==> src/rtl/lcs_ram.sv <==
// lcs_ram: generic simple RAM, one write port and two registered read ports.
// Holds the table entries of one search level; no package dependency.
module lcs_ram #(
	parameter int DEPTH = 2,
	parameter int AW    = 1,
	parameter int DW    = 16
) (
	input  logic          clk,
	input  logic          we,
	input  logic [AW-1:0] waddr,
	input  logic [DW-1:0] wdata,
	input  logic [AW-1:0] raddr0,
	input  logic [AW-1:0] raddr1,
	output logic [DW-1:0] rdata0,
	output logic [DW-1:0] rdata1
);

	logic [DW-1:0] mem [DEPTH];
	logic [DW-1:0] rdata0_q;
	logic [DW-1:0] rdata1_q;

	always_ff @(posedge clk) begin
		if (we) begin
			mem[waddr] <= wdata;
		end
		rdata0_q <= mem[raddr0];
		rdata1_q <= mem[raddr1];
	end

	assign rdata0 = rdata0_q;
	assign rdata1 = rdata1_q;

endmodule

==> config.mk <==
export PLATFORM = sky130hd
export DESIGN_NAME = lcs_ram
export DESIGN_NICKNAME = d
export VERILOG_FILES = /design/src/rtl/lcs_ram.sv
export SDC_FILE = /design/constraint.sdc
export NUM_CORES = 1
export LEC_CHECK = 0
export BUFFER_PORTS_ARGS = -buffer_cell sky130_fd_sc_hd__clkbuf_2
export CAP_MARGIN = 10
export CORE_MARGIN = 2
export CORE_UTILIZATION = 50
export CTS_CLUSTER_SIZE = 40
export DETAILED_ROUTE_END_ITERATION = 10
export MAX_ROUTING_LAYER = met4
export PLACE_DENSITY = 0.76
export SYNTH_ARGS = -nofsm -noshare
export SYNTH_HDL_FRONTEND = slang
export SYNTH_SLANG_ARGS = --single-unit
==> constraint.sdc <==
create_clock -name clk -period 2.21 [get_ports clk]
set_clock_uncertainty 0.2 [all_clocks]
set_input_delay 0.3315 -clock clk [delete_from_list [all_inputs] [get_ports clk]]
set_output_delay 0.3315 -clock clk [all_outputs]
set_load 0.02 [all_outputs]
==> reports/metrics.cfg <==
[outcome]
outcome = finished, final reports clean

[worst_setup_path]
arrival_time_of_data_at_the_critical_path_endpoint_ns = 0.83
cell_by_cell_trace_of_the_critical_path = clkbuf_2
worst_path_slowest_cell = dfxtp_1
crit_path_max_fanout = 1
startpoint = rdata1[1]
ff2ff_setup_slack_ns = 1.22
critPathKind = reg2out
worst_setup_path_end_kind = primary output
timing.critical_path.buf_inv = 1
timing.rr.start = mem[1][6]
crit_path_end = rdata1[1]
r2r_cells = 1
crit-reg2reg-capture = rdata0[6]
worst_path_largest_cell_delay_ns = 0.34
path_delay_family = flip-flops
worstSetupStartpointType = flip-flop
critPathRequiredTime_ns = 1.68
cp_num_cells = 1

[pwr]
cellPowerDensity_nw_per_um2 = 942
p_switching_uw = 553
pwr-share-seq = 0.535
power.clock.fraction = 0.359
p_comb_frac = 0.105
switching_share = 0.214
internal-power_uw = 2030
leakage_power_uw = 0.00118
ir_drop_mv = 0.748

[timing]
final.setup.tns_ns = 0
hold_viol_final = 0
setup_violations = 0
unrepaired_setup_endpoints_after_global_routing = false
slew-limit-headroom = 0.652
max_freq_ghz = 0.735
timing_max_transition_violations_final = 0
period_share = 0.615
final_min_period_ns = 1.36
worst_slew_pin_slew_ns = 0.522

[layout]
num-nets-final = 200
diodes = 0
filler_cell_count = 288
fraction_of_final_layout_cells_with_drive_strength_greater_than_1 = 0.538
design_area_sq_um = 2740
syn_to_final_growth_pct = 29.6
most_frequent_standard_cell_in_the_layout_excluding_fill_and_tap_cells = clkbuf_2
top_library_cells_by_usage_in_the_layout_fill_and_taps_aside = 52 x clkbuf_2, 32 x edfxtp_1, 32 x dfxtp_1
post_layout_nonfiller_instances = 234
area.sequential_sq_um = 1600
multi_input_area_sq_um = 448

[drt]
drt_drc_violations_left = 0
drt_iter0_drcs = 31
vias_cell = 4.57
drtAntennaViolNets = 0
average_wire_per_standard_cell_microns = 12.9
detailedRoute.firstPassIterationCount = 4
postRouteWirelength_microns = 3010
dr_total_vias = 1069

[job]
drv_cap = 0

[synth]
synth_seq_cells = 64
synth_warnings = 0
avgSynthCellArea_sq_um = 20.7
post_synth_num_cell_types = 8
netlist_instances = 102
syn_area_sq_um = 2110
synth.yosys.seq_area_share = 0.758
syn_nets = 123

[min_path]
min_path_cells = 1
min_from = mem[1][9]
worstHoldPathType = reg2reg

[place]
port_buffers = 52
detailed_place_hpwl_microns = 1990
place_area_sq_um = 2390
gp_routability_congestion = 0.633
dpl.cell_count = 202

[die]
die_area_sq_um = 4760
initial_utilization = 0.524
placementRows = 23
die_width_microns = 69.0
core-area_sq_um = 4030
ioPinCount = 53
die-height_microns = 69.0

[clock_network]
cts-htree-levels = 3
cts_made_buffers = 9
cell_at_the_root_of_the_clock_tree = clkbuf_8
numClockSinks = 64
cts.repair.resized = 0
tritoncts = built
longest_clk_path_bufs = 2
clkTransAtPathRegs_ns = 0.06
insertion_delay_of_the_later_clocked_pin_in_the_worst_skew_pair_ns = 0.32

[grt]
initial_antenna_violation_count = 0
grt_pass1_wl_microns = 4510
grt_pass1_vias = 1050
grt_overflow_total = 0
global_route.usage.total = 0.150
largest_net_degree_at_the_start_of_global_routing = 17

==> through the flow <==
| stage | hold WS [ns] | power (uW) | util | setup slack [ns] |
|---|---|---|---|---|
| global placement | 0.272 | 1650 | 0.593 | 0.761 |
| global route | 0.308 | 2700 | 0.679 | 0.797 |
| finish | 0.301 | 2580 | 0.679 | 0.850 |
| detailed placement | 0.289 | 1660 | 0.593 | 0.729 |
| floorplan | 0.230 | 1570 | - | 0.524 |
| CTS | 0.297 | 2610 | 0.679 | 0.829 |
==> power by group through the flow <==
stage | clock network, uW | registers, uW | logic [uW]
3_3_place_gp | 0 | 1400 | 247
4_1_cts | 954 | 1380 | 274
2_1_floorplan | 0 | 1470 | 104
3_5_place_dp | 0 | 1410 | 252
6_report | 927 | 1380 | 271
5_1_grt | 1020 | 1390 | 290
==> cell families after synthesis <==
| group | count (synthesis) | synth area share |
|---|---|---|
| multiplexers | 32 | 0.206 |
| buffers and inverters | 4 | 0.0296 |
| AND/OR/NAND/NOR | 2 | 0.00593 |
| flip-flops | 64 | 0.758 |
==> metal layers <==
metal | vias to the layer above | track usage | share of wire
met5 | - | - | 0
met4 | 0 | 0.0907 | 0.015
met3 | 9 | 0.0828 | 0.059
met2 | 33 | 0.244 | 0.58
met1 | 501 | 0.135 | 0.34
li1 | 526 | - | -
==> how the worst min path moves through the flow <==
stage,end,slack [ns]
floorplan,mem[0][0],0.23
global placement,rdata1[2],0.27
detailed placement,rdata0[3],0.29
CTS,mem[0][4],0.30
global route,rdata0[12],0.31
finish,rdata1[9],0.30
==> sequential cells by signal, summed over array words and instances, names as in the netlist <==
register,flops
mem,32
rdata1,16
rdata0,16
==> area by class of cell <==
| class | instances | share of cell area |
|---|---|---|
| sequential | 64 | 0.585 |
| tap | 50 | 0.0229 |
| clock inverter | 4 | 0.0160 |
| clock buffer | 12 | 0.0530 |
| timing repair buffer | 70 | 0.159 |
| multi-input combinational | 34 | 0.164 |
==> cell usage after synthesis <==
| library cell | instances | area [sq um] |
|---|---|---|
| mux2_4 | 20 | 300 |
| and2_1 | 1 | 6.26 |
| mux2_2 | 12 | 135 |
| buf_12 | 2 | 40.0 |
| buf_6 | 2 | 22.5 |
| dfxtp_1 | 32 | 641 |
| nor2b_1 | 1 | 6.26 |
| edfxtp_1 | 32 | 961 |
==> repair_timing <==
item,CTS,global route
hold buffers,16,0
buffers inserted,0,0
endpoints found under the setup margin,0,0
hold endpoints to repair,32,0
(Power assumes the default switching activity.)
