<file path="src/rtl/lcs_pkg.sv">
// lcs_pkg: shared sizes, action codes and the search token for the LCS threshold block.
// Used by lcs_cell and lcs_threshold_update; depends on nothing else.
package lcs_pkg;

	localparam int TABLE_DEPTH = 1024;
	localparam int COLUMN_BITS = 16;

	// fixed port width of the column field
	localparam int COL_PORT_W = 16;
	// entry count and search position span 0..TABLE_DEPTH
	localparam int CNT_W = $clog2(TABLE_DEPTH + 1);
	localparam int SLOT_W = $clog2(TABLE_DEPTH);
	// one search level per address bit, plus one for the last entry
	localparam int NLVL = $clog2(TABLE_DEPTH) + 1;

	typedef enum logic [1:0] {
		ACT_KEEP    = 2'd0,
		ACT_REPLACE = 2'd1,
		ACT_APPEND  = 2'd2,
		ACT_DROP    = 2'd3
	} action_t;

	typedef struct packed {
		logic                   valid;
		logic                   fin;
		logic                   eq;
		logic [COLUMN_BITS-1:0] key;
		logic [CNT_W-1:0]       pos;
	} token_t;

endpackage

</file>
<file path="src/rtl/lcs_cell.sv">
// lcs_cell: one level of the threshold search; compares the key with the entry
// fetched for its level and hands the token to the next level. Uses lcs_pkg.
module lcs_cell (
	input  logic                     clk,
	input  logic                     arst_n,
	input  logic [lcs_pkg::CNT_W-1:0] step,
	input  logic [lcs_pkg::CNT_W-1:0] count,
	input  lcs_pkg::token_t           tok_i,
	input  logic [lcs_pkg::COLUMN_BITS-1:0] rd0,
	input  logic [lcs_pkg::COLUMN_BITS-1:0] rd1,
	output lcs_pkg::token_t           tok_o
);
	import lcs_pkg::*;

	logic [CNT_W:0]         pos_end;
	logic                   in_range;
	logic                   sel;
	logic [COLUMN_BITS-1:0] rdata;
	logic                   less;
	logic                   adv;
	token_t                 tok_q;

	// the level above fetched both candidate entries; its decision sits in pos
	assign sel      = |(tok_i.pos & (step << 1));
	assign rdata    = sel ? rd1 : rd0;
	assign pos_end  = {1'b0, tok_i.pos} + {1'b0, step};
	assign in_range = pos_end <= {1'b0, count};
	assign less     = rdata < tok_i.key;
	assign adv      = in_range && less;

	always_ff @(posedge clk or negedge arst_n) begin
		if (!arst_n) begin
			tok_q <= '0;
		end else begin
			tok_q.valid <= tok_i.valid;
			tok_q.fin   <= tok_i.fin;
			tok_q.key   <= tok_i.key;
			tok_q.pos   <= adv ? CNT_W'(pos_end) : tok_i.pos;
			// last entry found not below the key is the one at the final position
			tok_q.eq    <= (in_range && !less) ? (rdata == tok_i.key) : tok_i.eq;
		end
	end

	assign tok_o = tok_q;

endmodule

</file>
<file path="config.mk">
export PLATFORM = sky130hd
export DESIGN_NAME = lcs_cell
export DESIGN_NICKNAME = d
export VERILOG_FILES = /design/src/rtl/lcs_pkg.sv /design/src/rtl/lcs_cell.sv
export SDC_FILE = /design/constraint.sdc
export NUM_CORES = 1
export LEC_CHECK = 0
export BUFFER_PORTS_ARGS = -buffer_cell sky130_fd_sc_hd__buf_2
export CORE_MARGIN = 1.5
export CORE_UTILIZATION = 47
export CTS_CLUSTER_DIAMETER = 100
export CTS_CLUSTER_SIZE = 12
export DETAILED_ROUTE_END_ITERATION = 10
export MAX_ROUTING_LAYER = met4
export PLACE_DENSITY = 0.82
export RECOVER_POWER = 100
export SLEW_MARGIN = 40
export SYNTH_ARGS = -nofsm -noshare
export SYNTH_HDL_FRONTEND = slang
export SYNTH_SLANG_ARGS = --single-unit
export TNS_END_PERCENT = 5
</file>
<file path="constraint.sdc">
create_clock -name clk -period 0.8 [get_ports clk]
set_clock_uncertainty 0.15 [all_clocks]
set_input_delay 0.12 -clock clk [delete_from_list [all_inputs] [get_ports clk]]
set_output_delay 0.12 -clock clk [all_outputs]
set_load 0.03 [all_outputs]
</file>
==> flow_summary.toml, run 1 <==
[route]
vias_per_cell = 5.416
drc = 0
route.met2.wl_um = 4479
routed-via-count = 2692
routedWlPerCell_um = 18.09
ant_nets = 0
top_layer_used = "met4"
wl_um = 8990
initialDrtViolationCount = 187
met1Wirelength_um = 3497
route.met3.wl_um = 564
drt_pre_antenna_iters = 4

[pwr]
ir_drop_mv = 0.7112
p_leak_nw = 2.194
p_per_area_nw_per_um2 = 1525

[cells_and_area]
instances_no_fill = 497
n_antenna_cell = 0
largest_reg_flops = 30
post-route-cell-area_um2 = 4106
drive_gt1_share_pct = 53.26
synthToLayoutAreaGrowth_pct = 75.41
regArea_um2 = 750.7
nets = 554
multi_input_area_um2 = 1605
fill_cells = 240

[global_routing]
grt_max_degree = 31
grt_first_pass_wirelength_um = 13640
grt-ovfl-total = 0
antenna_found_initial = 0
track_usage_pct = 34.77
grt_pass1_vias = 2920

[yosys]
synth_warnings = 0
yosysTopAreaCell = "dfrtp_1"
avgSynthCellArea_um2 = 10.40
synth-edff-count = 0
synth_commonest_cells = "ha_1, inv_1, dfrtp_1"
yosysMostFrequentCell = "ha_1"
ys.flop_type = "dfrtp_1"
syn_area_um2 = 2341
synth_top_area_share_pct = 32.07
post_synth_num_cell_types = 42
postSynthCellCount = 225
synth.area.top_cells = "dfrtp_1, ha_1, mux2_2, mux2_4, inv_1"
synthArstFlopShare_pct = 100.0
ys_seq_elements = 30
ys_seq_area_share_pct = 32.07
syn_nets = 350

[placement]
post-place-ws_ns = -2.779
hpwlAfterDp_um = 5328
dpl_cell_area_um2 = 3436
port-buffer-count = 115
place.gp.congestion = 0.9254
dp.cells = 458

[sta]
hold_violations = 3
hold_slack_ns = -0.08184
relSlewSlack_pct = 68.41
fmax_mhz = 303.4
setup_violations = 42
rsz0062_at_grt = "yes"
setup_ws_ns = -2.497
tns_ns = -37.97
maxSlewViolCount = 0
min_period_over_period_pct = 412.1
min_period_ns = 3.297
worstMarginPinSlew_ns = 0.4690

[floorplan]
rows = 25
die_w_um = 73.58
die_h_um = 73.58
io-pin-count = 116
start_util_pct = 49.24
dieArea_um2 = 5413
design.core.area_um2 = 4755

[outcome]
status = "finished, violations left"
violations = "negative hold slack, negative setup slack"

[worst_setup_path]
worstSetupStartpointType = "input pin"
cp.required_ns = 0.82
critical_path.max_fanout = 6
setup.worst_path.class = "in -> reg"
end_kind = "register"
cp.arrival_ns = 3.31

[clocking]
numCtsBuffers = 5
cts_hold_buf = 17
cts_max_level = 2
cts_tree = "done"
clk_pin_slew_ns = 0.07
clockRootBuffer = "clkbuf_8"
cts_sinks = 30
clock_path_buffers = 2

[run]
cap_violations = 0

[min_path]
min_path_type = "in -> reg"
hp-start = "tok_i[27]"
hold_end = "tok_o[27]$_DFF_PN0_"
holdPathStages = 2
[worst max path at each step]
stage	start	end	slack, ns	cells past startpoint
2_1_floorplan	step[0]	tok_o[0]$_DFF_PN0_	-2.54	16
3_3_place_gp	step[0]	tok_o[10]$_DFF_PN0_	-2.70	16
3_5_place_dp	step[0]	tok_o[10]$_DFF_PN0_	-2.78	16
4_1_cts	tok_i[0]	tok_o[10]$_DFF_PN0_	-2.44	16
5_1_grt	tok_i[0]	tok_o[9]$_DFF_PN0_	-2.59	16
6_report	tok_i[0]	tok_o[3]$_DFF_PN0_	-2.50	16
[power by group]
| part | internal [mW] | total, mW | leakage, nW | switching, mW |
|---|---|---|---|---|
| registers | 1.68 | 1.77 | 0.350 | 0.0908 |
| logic | 1.68 | 3.22 | 1.80 | 1.54 |
| clock network | 0.693 | 1.27 | 0.0482 | 0.581 |
[stage by stage]
step                      hold slack, ns  util, %  total power [mW]
after floorplan                  -0.3256        -             3.249
after global placement          -0.07246    72.26             4.128
after detailed placement        -0.06876    72.26             4.199
after CTS                        -0.1063    85.74             5.994
after global routing            -0.07168    86.37             6.545
final                           -0.08184    86.37             6.263
[cells in the final DEF, fill, tap and decap left out, types with 6 or more instances in the layout]
| master | n |
|---|---|
| buf_4 | 65 |
| clkbuf_1 | 11 |
| ha_1 | 33 |
| buf_2 | 73 |
| dfrtp_1 | 30 |
| a21oi_1 | 9 |
| mux2_4 | 11 |
| inv_1 | 33 |
| buf_6 | 33 |
| clkbuf_8 | 6 |
| a21o_1 | 6 |
| nor2_1 | 10 |
| dlygate4sd3_1 | 15 |
| o21ai_0 | 7 |
| mux2_2 | 15 |
[kinds of logic after synthesis]
kind of cell / after synthesis / share of synthesized area [%]
simple gates: 36 / 8.552
buf+inv: 37 / 6.306
compound gates: 48 / 14.43
flops: 30 / 32.07
xor+xnor: 6 / 2.245
mux: 29 / 15.23
fa+ha+maj: 39 / 21.17
[critical path, cell delays in order]
cell and delay (ns):
buf_6 0.10, ha_4 0.15, inv_2 0.05, fa_2 0.20, nor2b_2 0.05, o31a_1 0.26, o31a_1 0.28, or4b_4 0.52
nand3_4 0.09, ha_4 0.14, nand4_1 0.07, nor2_1 0.19, o21ai_1 0.14, a311o_2 0.47, nand3b_4 0.17, mux2_4 0.31
[metal layers]
layer	vias up	global-route usage [%]
met2	163	58.46
met4	0	19.96
met5	-	-
met1	1259	37.93
li1	1225	-
met3	45	7.133
[timing repair]
action                                  4_1_cts  5_1_grt
endpoints found under the setup margin       42       44
hold endpoints to repair                     49        3
buffers inserted                             13        0
resized for setup                            78       12
cloned                                        1        0
pin swaps                                    14        8
[area by class of cell]
type / instances / area share, %
sequential: 30 / 18.28
timing repair buffer: 199 / 35.25
clock buffer: 7 / 2.102
inverter: 34 / 3.108
tap: 67 / 2.041
multi-input combinational: 159 / 39.09
clock inverter: 1 / 0.1219
Note: power is estimated with default switching activity, not from simulation.
==> inputs of run 2 (changes only) <==
Settings changed: CORE_UTILIZATION 47 to 35, PLACE_DENSITY 0.82 to 0.64.
==> flow_summary.toml, run 2 (synthesis gave the netlist of run 1 again) <==
[outcome]
status = "finished, violations left"
violations = "design-rule violations, negative hold slack, negative setup slack"

[clocking]
clock_path_buffers = 2
cts_hold_buf = 17
cts_tree = "done"
cts_max_level = 2
cts_sinks = 30
clk_pin_slew_ns = 0.06
clockRootBuffer = "clkbuf_8"
numCtsBuffers = 5

[route]
wl_um = 7031
routedWlPerCell_um = 13.84
initialDrtViolationCount = 58
drc = 14
routed-via-count = 2431
ant_nets = 0
drt_pre_antenna_iters = 7
vias_per_cell = 4.785

[min_path]
min_path_type = "in -> reg"

[sta]
hold_slack_ns = -0.07611
worstMarginPinSlew_ns = 0.4487
relSlewSlack_pct = 69.77
maxSlewViolCount = 0
setup_ws_ns = -2.350
hold_violations = 3
min_period_over_period_pct = 393.8
min_period_ns = 3.150
tns_ns = -35.33
fmax_mhz = 317.4
setup_violations = 42
rsz0062_at_grt = "yes"

[cells_and_area]
final_common_cell = "buf_2"
largest_reg_flops = 30
synthToLayoutAreaGrowth_pct = 79.26
instances_no_fill = 508
drive_gt1_share_pct = 54.76
nets = 556
most-common-layout-cells = "buf_2, buf_4, buf_6"
n_antenna_cell = 0

[floorplan]
die_w_um = 84.79
rows = 29
die_h_um = 84.79
io-pin-count = 116
start_util_pct = 36.45
dieArea_um2 = 7189
design.core.area_um2 = 6422

[global_routing]
grt_pass1_vias = 2542
grt-ovfl-total = 0
grt_max_degree = 31
grt_first_pass_wirelength_um = 11430
track_usage_pct = 20.97
antenna_found_initial = 0

[worst_setup_path]
cp.required_ns = 0.82
critical_path.max_fanout = 3
worstSetupStartpointType = "input pin"
cp.arrival_ns = 3.17
setup.worst_path.class = "in -> reg"
end_kind = "register"

[placement]
place.gp.congestion = 0.8253
hpwlAfterDp_um = 5190
dp.cells = 471
port-buffer-count = 115
post-place-ws_ns = -2.768

[run]
cap_violations = 0

[pwr]
ir_drop_mv = 0.5599
p_per_area_nw_per_um2 = 1424
p_leak_nw = 2.218
power.total_mw = 5.977
run 2: cell types whose count changed in the layout (fill, tap and decap cells not counted), moves of 3 or more:
cell	previous run	this run
buf_6	33	37
ha_1	33	30
ha_4	5	8
mux2_2	15	12
mux2_4	11	14
run 2: final cells by class:
cell class                      count  area (um2)
Multi-Input combinational cell    159        1659
Fill cell                         531        2226
Inverter                           34       127.6
Sequential cell                    30       750.7
Timing Repair Buffer              201        1486
Tap cell                           77       96.34
Clock buffer                        7       76.32
run 2: path summary, 6_finish.rpt:
| path | endpoint | cells after the start | start | slack, ns |
|---|---|---|---|---|
| worst max-delay path | tok_o[8]$_DFF_PN0_ | 22 | step[0] | -2.35 |
| worst min-delay path | tok_o[24]$_DFF_PN0_ | 2 | tok_i[24] | -0.08 |
| max in group asynchronous | tok_o[14]$_DFF_PN0_ | 3 | arst_n | 0.08 |
| min in group asynchronous | tok_o[15]$_DFF_PN0_ | 3 | arst_n | 0.20 |
run 2: power breakdown:
| group | switching [mW] | leakage (nW) | internal, mW |
|---|---|---|---|
| clock network | 0.519 | 0.0383 | 0.597 |
| logic | 1.41 | 1.83 | 1.70 |
| registers | 0.0778 | 0.350 | 1.68 |
run 2: timing repair:
item,4_1_cts,5_1_grt
setup buffers,11,1
setup endpoints to repair,42,42
pin swaps,9,5
hold endpoints to repair,49,3
gates cloned,1,0
gates resized for setup,88,12
run 2: routing by layer:
| metal | share of wire (%) | track usage [%] | vias to the layer above |
|---|---|---|---|
| met3 | 6.5 | 3.540 | 9 |
| li1 | - | - | 1224 |
| met2 | 52 | 39.35 | 104 |
| met1 | 40 | 22.65 | 1094 |
| met4 | 1.5 | 5.663 | 0 |
| met5 | 0 | - | - |
run 2: worst max-delay path, stage by stage:
cell	delay, ns
buf_8	0.10
ha_4	0.15
inv_2	0.05
fa_2	0.20
nor2b_2	0.05
o31a_1	0.27
o31a_1	0.25
buf_4	0.14
o21ai_2	0.11
nand3_2	0.12
buf_4	0.15
buf_4	0.12
buf_4	0.13
buf_4	0.12
buf_4	0.12
buf_4	0.12
buf_4	0.12
buf_4	0.12
buf_4	0.12
buf_4	0.12
buf_4	0.12
mux2_4	0.25
run 2: stage by stage:
| step | instance area, um2 | utilization [%] |
|---|---|---|
| final | 4197 | 65.34 |
| after floorplan | 2402 | - |
| after global placement | 3471 | 54.04 |
| after detailed placement | 3471 | 54.04 |
| after CTS | 4144 | 64.52 |
| after global routing | 4197 | 65.34 |
==> inputs of run 3 (changes only) <==
Clock period 0.8 ns to 3.5 ns, I/O delays scaled along.
==> flow_summary.toml, run 3 (synthesis gave the netlist of run 1 again) <==
[clocking]
clk_pin_slew_ns = 0.06
clock_path_buffers = 2
cts_sinks = 30
clockRootBuffer = "clkbuf_8"
cts_tree = "done"
numCtsBuffers = 5
cts_max_level = 2

[floorplan]
dieArea_um2 = 7189
io-pin-count = 116
design.core.area_um2 = 6422
die_h_um = 84.79
die_w_um = 84.79
rows = 29
start_util_pct = 36.45

[sta]
worstMarginPinSlew_ns = 1.601
relSlewSlack_pct = -6.718
setup_ws_ns = -0.1415
min_period_over_period_pct = 104.0
min_period_ns = 3.642
setup_violations = 12
fmax_mhz = 274.6
rsz0062_at_grt = "yes"
hold_slack_ns = 0.2102
maxSlewViolCount = 31
hold_violations = 0

[route]
initialDrtViolationCount = 65
drc = 14
vias_per_cell = 4.805
drt_pre_antenna_iters = 7
ant_nets = 0
wl_um = 6532
routedWlPerCell_um = 13.55
routed-via-count = 2316

[worst_setup_path]
critical_path.max_fanout = 6
cp.arrival_ns = 3.64
path_cells = "buf_8, ha_4, inv_2, fa_2, nor2b_2, o31a_1, buf_4, or3_4, a311oi_4, xnor2_2, ha_1, and3_4, a311o_2, nand3b_4, mux2_4"
cp.required_ns = 3.50
setup.worst_path.class = "in -> reg"
slowest_delay_ns = 0.41
end_kind = "register"
crit_cells = 15
slowest_stage = "a311o_2"
cp.buffers_inverters = 3
cp-endpoint = "tok_o[5]$_DFF_PN0_"
worstSetupStartpointType = "input pin"
critical-path-top-delay-family = "compound AO/OA/AOI/OAI gates"
critPathLaunch = "tok_i[0]"

[cells_and_area]
fin_util_pct = 57.24
regArea_um2 = 750.7
final_common_cell = "buf_2"
n_antenna_cell = 0
most-common-layout-cells = "buf_2, buf_4, clkbuf_1"
multi_input_area_um2 = 1627
synthToLayoutAreaGrowth_pct = 57.03
largest_reg_flops = 30
nets = 530
post-route-cell-area_um2 = 3676
drive_gt1_share_pct = 46.91
fill_cells = 616

[global_routing]
grt_max_degree = 31
grt_first_pass_wirelength_um = 10640
track_usage_pct = 19.29
grt_pass1_vias = 2380
antenna_found_initial = 0
grt-ovfl-total = 0

[placement]
place.gp.congestion = 0.7970
port-buffer-count = 115
hpwlAfterDp_um = 5340
dpl_cell_area_um2 = 3383

[pwr]
p_leak_nw = 1.938
ir_drop_mv = 0.1546
p_per_area_nw_per_um2 = 348.5

[outcome]
status = "finished, violations left"
violations = "design-rule violations, max-capacitance violations, max-slew violations, negative setup slack"

[run]
cap_violations = 1

[min_path]
min_path_type = "in -> reg"
==> run 3: cell count changes in the layout (fill, tap and decap cells not counted), moves of 2 or more <==
| cell | previous run | this run |
|---|---|---|
| a21oi_2 | 2 | 0 |
| ha_4 | 8 | 5 |
| clkbuf_1 | 9 | 43 |
| buf_2 | 74 | 72 |
| ha_1 | 30 | 33 |
| mux2_2 | 12 | 15 |
| mux2_4 | 14 | 11 |
| a21oi_1 | 8 | 10 |
| buf_6 | 37 | 1 |
| dlygate4sd3_1 | 17 | 0 |
| buf_4 | 64 | 59 |
==> run 3: worst min-delay path by stage <==
stage / from / end / cells past startpoint
2_1_floorplan: arst_n / tok_o[0]$_DFF_PN0_ / 0
3_3_place_gp: arst_n / tok_o[15]$_DFF_PN0_ / 1
3_5_place_dp: arst_n / tok_o[13]$_DFF_PN0_ / 1
4_1_cts: arst_n / tok_o[27]$_DFF_PN0_ / 1
5_1_grt: tok_i[29] / tok_o[29]$_DFF_PN0_ / 1
6_report: tok_i[28] / tok_o[28]$_DFF_PN0_ / 1
==> run 3: cell type report <==
class                   instances  share of cell area (%)
clock buffers                   7                   2.076
repair buffers                175                   27.16
inverters                      34                   3.472
multi-input cells             159                   44.25
well taps                      77                   2.621
flip-flops and latches         30                   20.42
==> run 3: through the flow <==
stage                     power [mW]  instances  worst slack (ns)  setup TNS [ns]
after floorplan               0.7426        225           -0.2417          -2.480
after global placement        0.9430        461           -0.4333          -4.859
after detailed placement      0.9585        461           -0.4944          -5.400
after CTS                      1.279        481           -0.1718          -1.797
after global routing           1.369        482           -0.2126          -2.379
final                          1.281        482           -0.1415          -1.481
==> run 3: repair_timing <==
action                                 CTS  global route
endpoints found under the hold margin    0             0
pin swaps                               12            12
setup buffers                           12             1
setup endpoints to repair               12            12
gates cloned                             1             0
gates resized for setup                 19            14
hold buffers                             0             0
==> run 3: per-layer routing <==
metal	up-vias	GRT usage, %	wire length (um)
met5	-	-	0
met4	0	6.408	137
met3	11	3.147	417
met2	96	34.55	3232
met1	1039	21.78	2744
li1	1170	-	-
==> run 3: power breakdown <==
group          internal, mW  switching (mW)  total [mW]
Clock                 0.136           0.113       0.250
Combinational         0.314           0.324       0.638
Sequential            0.384          0.0101       0.394
Total                 0.834           0.447        1.28
